### config.mk
export PLATFORM = sky130hd
export DESIGN_NAME = pip_edge_unit
export DESIGN_NICKNAME = d
export VERILOG_FILES = /design/src/sv/pip_pkg.sv /design/src/sv/pip_edge_unit.sv
export SDC_FILE = /design/constraint.sdc
export NUM_CORES = 2
export LEC_CHECK = 0
export ABC_AREA = 1
export BUFFER_PORTS_ARGS = -buffer_cell sky130_fd_sc_hd__clkbuf_2
export CAP_MARGIN = 5
export CORE_MARGIN = 8
export CORE_UTILIZATION = 25
export DETAILED_ROUTE_END_ITERATION = 10
export HOLD_SLACK_MARGIN = 0.06
export RECOVER_POWER = 25
export SLEW_MARGIN = 0
export SYNTH_ARGS = -nofsm -noshare
export SYNTH_HDL_FRONTEND = slang
export SYNTH_SLANG_ARGS = --single-unit
### constraint.sdc
create_clock -name clk -period 8.6 [get_ports clk]
set_input_delay 1.72 -clock clk [delete_from_list [all_inputs] [get_ports clk]]
set_output_delay 1.72 -clock clk [all_outputs]
set_load 0.03 [all_outputs]
### src/sv/pip_pkg.sv
// ----------------------------------------------------------------------------
// Point-in-polygon package
// Shared constants, operation codes and the sequencer state type for the
// crossing-number point-in-polygon block.
// ----------------------------------------------------------------------------
`default_nettype none

package pip_pkg;

	// Width of the vertex count register.
	localparam int COUNT_BITS = 7;

	// Width of the vertex index field.
	localparam int INDEX_BITS = 6;

	// Number of vertex slots in the store.
	localparam int MAX_VERTICES = 64;

	// A polygon needs at least this many vertices to enclose anything.
	localparam int MIN_POLY_VERTICES = 3;

	// Cycles from the last vertex read until its edge result lands in the flag.
	localparam int PIPE_DEPTH = 4;
	localparam int DRAIN_BITS = $clog2(PIPE_DEPTH);

	// Operation codes of an input transaction.
	localparam logic OP_WRITE = 1'b0;
	localparam logic OP_QUERY = 1'b1;

	// Sequencer states.
	typedef enum logic [1:0] {
		ST_IDLE,
		ST_SCAN,
		ST_DRAIN,
		ST_FIN
	} state_t;

endpackage : pip_pkg

`default_nettype wire

### src/sv/pip_edge_unit.sv
// ----------------------------------------------------------------------------
// Point-in-polygon edge test unit
// Pipelined test of one polygon edge per cycle: does the edge straddle the
// point's y, and does the point lie strictly left of the truncated crossing x.
// The division is replaced by exact cross-multiplied comparisons.
// ----------------------------------------------------------------------------
`default_nettype none

module pip_edge_unit
	import pip_pkg::*;
#(
	parameter int COORD_BITS = 16
) (
	input  wire                           clk,
	input  wire                           arst_n,
	input  wire                           edge_valid,
	input  wire logic signed [COORD_BITS-1:0] px,
	input  wire logic signed [COORD_BITS-1:0] py,
	input  wire logic signed [COORD_BITS-1:0] x1,
	input  wire logic signed [COORD_BITS-1:0] y1,
	input  wire logic signed [COORD_BITS-1:0] x2,
	input  wire logic signed [COORD_BITS-1:0] y2,
	output logic                          hit
);

	localparam int DW = COORD_BITS + 1;
	localparam int PW = 2 * COORD_BITS;
	localparam int RW = 2 * COORD_BITS + 1;

	// Magnitude of a difference; always fits in COORD_BITS unsigned bits.
	function automatic logic [COORD_BITS-1:0] mag(input logic signed [DW-1:0] v);
		logic signed [DW-1:0] t;
		t = v[DW-1] ? -v : v;
		return t[COORD_BITS-1:0];
	endfunction

	logic signed [DW-1:0] a, b, c, d;
	logic [DW-1:0] d_inc;
	logic straddle;

	logic v_s2, straddle_s2, sgn_s2, dneg_s2;
	logic [COORD_BITS-1:0] ma_s2, mb_s2, mc_s2;
	logic [DW-1:0] mm_s2;

	logic v_s3, sgn_s3, dneg_s3;
	logic [PW-1:0] p_s3;
	logic [RW-1:0] r_s3;
	logic [COORD_BITS-1:0] mc_s3;

	logic q_nonzero, neg, left;
	logic hit_s4;

	// Differences at one extra bit so nothing overflows.
	always_comb begin
		a = $signed({x2[COORD_BITS-1], x2}) - $signed({x1[COORD_BITS-1], x1});
		b = $signed({py[COORD_BITS-1], py}) - $signed({y1[COORD_BITS-1], y1});
		c = $signed({y2[COORD_BITS-1], y2}) - $signed({y1[COORD_BITS-1], y1});
		d = $signed({px[COORD_BITS-1], px}) - $signed({x1[COORD_BITS-1], x1});
		d_inc = d + DW'(1);
		straddle = (y1 > py) != (y2 > py);
	end

	// Stage 2: magnitudes, signs and the straddle test.
	always_ff @(posedge clk or negedge arst_n) begin
		if (!arst_n) begin
			v_s2 <= 1'b0;
		end else begin
			v_s2 <= edge_valid;
		end
	end

	always_ff @(posedge clk) begin
		straddle_s2 <= straddle;
		sgn_s2      <= a[DW-1] ^ b[DW-1] ^ c[DW-1];
		dneg_s2     <= d[DW-1];
		ma_s2       <= mag(a);
		mb_s2       <= mag(b);
		mc_s2       <= mag(c);
		// For a negative offset keep its magnitude, otherwise offset plus one.
		mm_s2       <= d[DW-1] ? {1'b0, mag(d)} : d_inc;
	end

	// Stage 3: the two products of the cross-multiplied comparison.
	always_ff @(posedge clk or negedge arst_n) begin
		if (!arst_n) begin
			v_s3 <= 1'b0;
		end else begin
			v_s3 <= v_s2 && straddle_s2;
		end
	end

	always_ff @(posedge clk) begin
		sgn_s3  <= sgn_s2;
		dneg_s3 <= dneg_s2;
		p_s3    <= PW'(ma_s2) * PW'(mb_s2);
		r_s3    <= RW'(mm_s2) * RW'(mc_s2);
		mc_s3   <= mc_s2;
	end

	// The truncated quotient is negative only when it is nonzero and the
	// operand signs disagree. Then the point is left when its offset exceeds
	// the quotient's magnitude; otherwise when the offset is below it.
	always_comb begin
		q_nonzero = p_s3 >= PW'(mc_s3);
		neg       = sgn_s3 && q_nonzero;
		if (neg) begin
			left = dneg_s3 && (RW'(p_s3) < r_s3);
		end else begin
			left = dneg_s3 || (r_s3 <= RW'(p_s3));
		end
	end

	// Stage 4: registered crossing result.
	always_ff @(posedge clk or negedge arst_n) begin
		if (!arst_n) begin
			hit_s4 <= 1'b0;
		end else begin
			hit_s4 <= v_s3 && left;
		end
	end

	assign hit = hit_s4;

endmodule : pip_edge_unit

`default_nettype wire

==> results.ini <==
[timing]
slew_headroom_pct = 14.9
fin_crit_sh_pct = 75.8
clock.fmax_mhz = 153
finalClockSkew_ns = 0.0233
min_period_ns = 6.52
grt_setup_unrepaired = no
finalSetupTns_ns = 0
worst_slack_ns = 2.08
drv_slew = 0
hold_viol = 0
setup_viol = 0
tightestPinTransition_ns = 1.28

[die]
die_area_mm2 = 0.124
rows = 123
die_y_um = 352
io_pins = 100
die-width_um = 352
start_util_pct = 25.2
core_area_mm2 = 0.112

[cells_and_area]
nets = 4720
postLayoutCoreUtil_pct = 27.3
fin_area_mm2 = 0.0307
syn_to_final_growth_pct = 8.62
final_layout_size_suffix_gt1_share_pct = 4.02

[synth]
ys_seq_elements = 154
yosys.area.top_type = fa_1
yosysSeqAreaShare_pct = 11.0
ys.warnings.count = 0
syn-cell-area_mm2 = 0.0283
syn_nets = 4733
netlist.area_leader.share_pct = 28.7
synthCells = 3885
synth_cell_type_count = 43
synth_area_leaders = fa_1 (29%), ha_1 (15%), nand2_1 (14%), inv_1 (13%), dfxtp_1 (11%)
syn_avg_cell_area_um2 = 7.28

[place]
port_buffers = 99
hpwl_um = 66500
place_area_mm2 = 0.0301
pre_cts_ws_ns = 2.34
place.gp.congestion = 0.913

[cts]
clock_sinks = 154
worstSkewPairLatency_ns = 0.48
cts_buffers = 17
clk_pin_slew_worst_paths_ns = 0.07
clock-root-buffer = clkbuf_16
ctsResizeCount = 0
postCtsSetupBuffers = 0
cts_tree = built
ctsHtreeMaxLevel = 4
clock_path_buffers = 2
ctsHoldBuffers = 0

[critical_path]
crit_path_max_fanout = 18
worstReg2RegEnd = r_s3[25]$_DFF_P_
rr_startpoint = mc_s2[5]$_DFF_P_
reg2reg_depth = 18
critical_path_class = flip-flop to flip-flop
rrSetupSlack_ns = 2.08
worstPathRequired_ns = 8.97
critPathCaptureType = flip-flop
startpoint_type = flip-flop
arrival_ns = 6.89

[hold_path]
hp-class = flip-flop to flip-flop
min-delay-start = sgn_s2$_DFF_P_
whs_path_depth = 0
min_delay_worst_endpoint = sgn_s3$_DFF_P_

[drt]
detail-route-antenna-nets = 0
vias = 23300
wire_per_inst_um = 14.6
drcViolationCount = 0
drt-vias-per-instance = 4.33
first_pass_iters = 5
routed_wirelength_um = 78500
drt_iter0_markers = 1238

[global_routing]
first_global_vias = 24200
grt_usage_pct = 12.7
grt_max_degree = 19
grt_pass1_wl_um = 128000
gr-total-overflow = 0
antenna_found_initial = 7

[run]
maxCapViolations = 0

[run_status]
status = completed

-- cell usage after synthesis --
| cell type | n |
|---|---|
| o211ai_1 | 11 |
| xor2_4 | 1 |
| a21oi_1 | 135 |
| xor2_1 | 79 |
| a211oi_1 | 6 |
| nor4b_1 | 1 |
| nor3b_1 | 1 |
| xnor2_1 | 46 |
| o21a_1 | 5 |
| inv_1 | 989 |
| o21ai_0 | 58 |
| a21o_1 | 9 |
| nor2_1 | 165 |
| clkbuf_1 | 131 |
| nor2b_1 | 1 |
| nand2_2 | 10 |
| nand3_1 | 117 |
| o21bai_1 | 9 |
| nand3_2 | 4 |
| ha_1 | 343 |
| dfxtp_1 | 151 |
| fa_1 | 406 |
| nor3_2 | 1 |
| nand4_1 | 26 |
| o21ai_1 | 7 |
| a21boi_0 | 7 |
| inv_2 | 2 |
| a31oi_1 | 11 |
| nand3b_1 | 9 |
| nand2_1 | 1087 |
| a221oi_1 | 2 |
| dfrtp_1 | 3 |
| o31ai_1 | 2 |
| buf_4 | 1 |
| nor2_2 | 4 |
| and3_1 | 1 |
| o21ai_2 | 3 |
| and2_1 | 2 |
| buf_6 | 4 |
| nor4_1 | 13 |
| a31o_2 | 1 |
| a21oi_2 | 2 |
| nor3_1 | 19 |
-- worst max-delay path, cell delays in order, from the launching register on --
cell,delay (ns)
dfxtp_1,0.32
clkbuf_1,0.93
nand2_1,0.22
fa_1,0.53
fa_1,0.49
inv_1,0.05
fa_1,0.50
inv_1,0.05
fa_1,0.57
fa_1,0.45
fa_1,0.49
inv_1,0.04
ha_1,0.38
nand2_1,0.14
nor4_1,0.46
nand4_1,0.20
nand3_1,0.24
a21oi_1,0.12
xnor2_1,0.22
-- state kept, by name, summed over array words and instances, names as in the netlist --
register     count
p_s3            32
r_s3            33
dneg_s2          1
straddle_s2      1
mm_s2           17
sgn_s2           1
sgn_s3           1
mb_s2           16
hit              1
dneg_s3          1
mc_s2           16
v_s3             1
v_s2             1
ma_s2           16
mc_s3           16
-- routing by layer --
metal	up-vias	track usage, %	routed length [µm]
met5	-	0	0
met4	0	3.14	1590
met3	84	1.68	4800
met2	502	22.0	37400
met1	11300	16.8	34800
li1	11500	-	-
-- how the worst max path moves through the flow --
stage	startpoint	end	cells past startpoint
finish	mc_s2[5]$_DFF_P_	r_s3[25]$_DFF_P_	18
global placement	mc_s2[7]$_DFF_P_	r_s3[30]$_DFF_P_	19
floorplan	ma_s2[7]$_DFF_P_	p_s3[24]$_DFF_P_	22
detailed placement	mc_s2[7]$_DFF_P_	r_s3[25]$_DFF_P_	19
CTS	mc_s2[7]$_DFF_P_	r_s3[25]$_DFF_P_	19
global route	mc_s2[5]$_DFF_P_	r_s3[25]$_DFF_P_	18
-- area by class of cell --
| type | instances | area, µm² |
|---|---|---|
| antenna | 8 | 20.0 |
| clock inverter | 13 | 124 |
| clock buffer | 19 | 443 |
| tap | 1500 | 1880 |
| inverter | 991 | 3720 |
| multi-input combinational | 2604 | 20900 |
| fill | 12300 | 81600 |
| timing repair buffer | 104 | 519 |
| sequential | 154 | 3100 |
-- kinds of logic after synthesis --
family          count (synthesis)  synth area share [%]
buf+inv                      1127                  15.1
fa+ha+maj                     749                  43.9
xor+xnor                      126                  3.97
flops                         154                  11.0
compound gates                268                  5.33
simple gates                 1461                  20.8
-- layout by cell type (no fill, tap or decap), types with 8 or more instances in the layout --
cell	count
a21o_1	9
a21oi_1	135
a31oi_1	11
clkbuf_1	8
clkbuf_16	17
clkbuf_2	94
dfxtp_1	151
diode_2	8
fa_1	406
ha_1	343
inv_1	989
nand2_1	1087
nand2_2	10
nand3_1	117
nand3b_1	9
nand4_1	26
nor2_1	165
nor3_1	19
nor4_1	13
o211ai_1	11
o21ai_0	58
o21bai_1	9
xnor2_1	46
xor2_1	79
-- stage by stage --
stage | hold WS, ns | cells
after detailed placement | 0.320 | 5353
after CTS | 0.338 | 5385
after global routing | 0.351 | 5385
after global placement | 0.321 | 5353
final | 0.335 | 5393
after floorplan | 0.310 | 3885
Power is left out: the tool's default activity adds up to more than one toggle a clock period on the data nets, which glitch-free logic cannot reach.
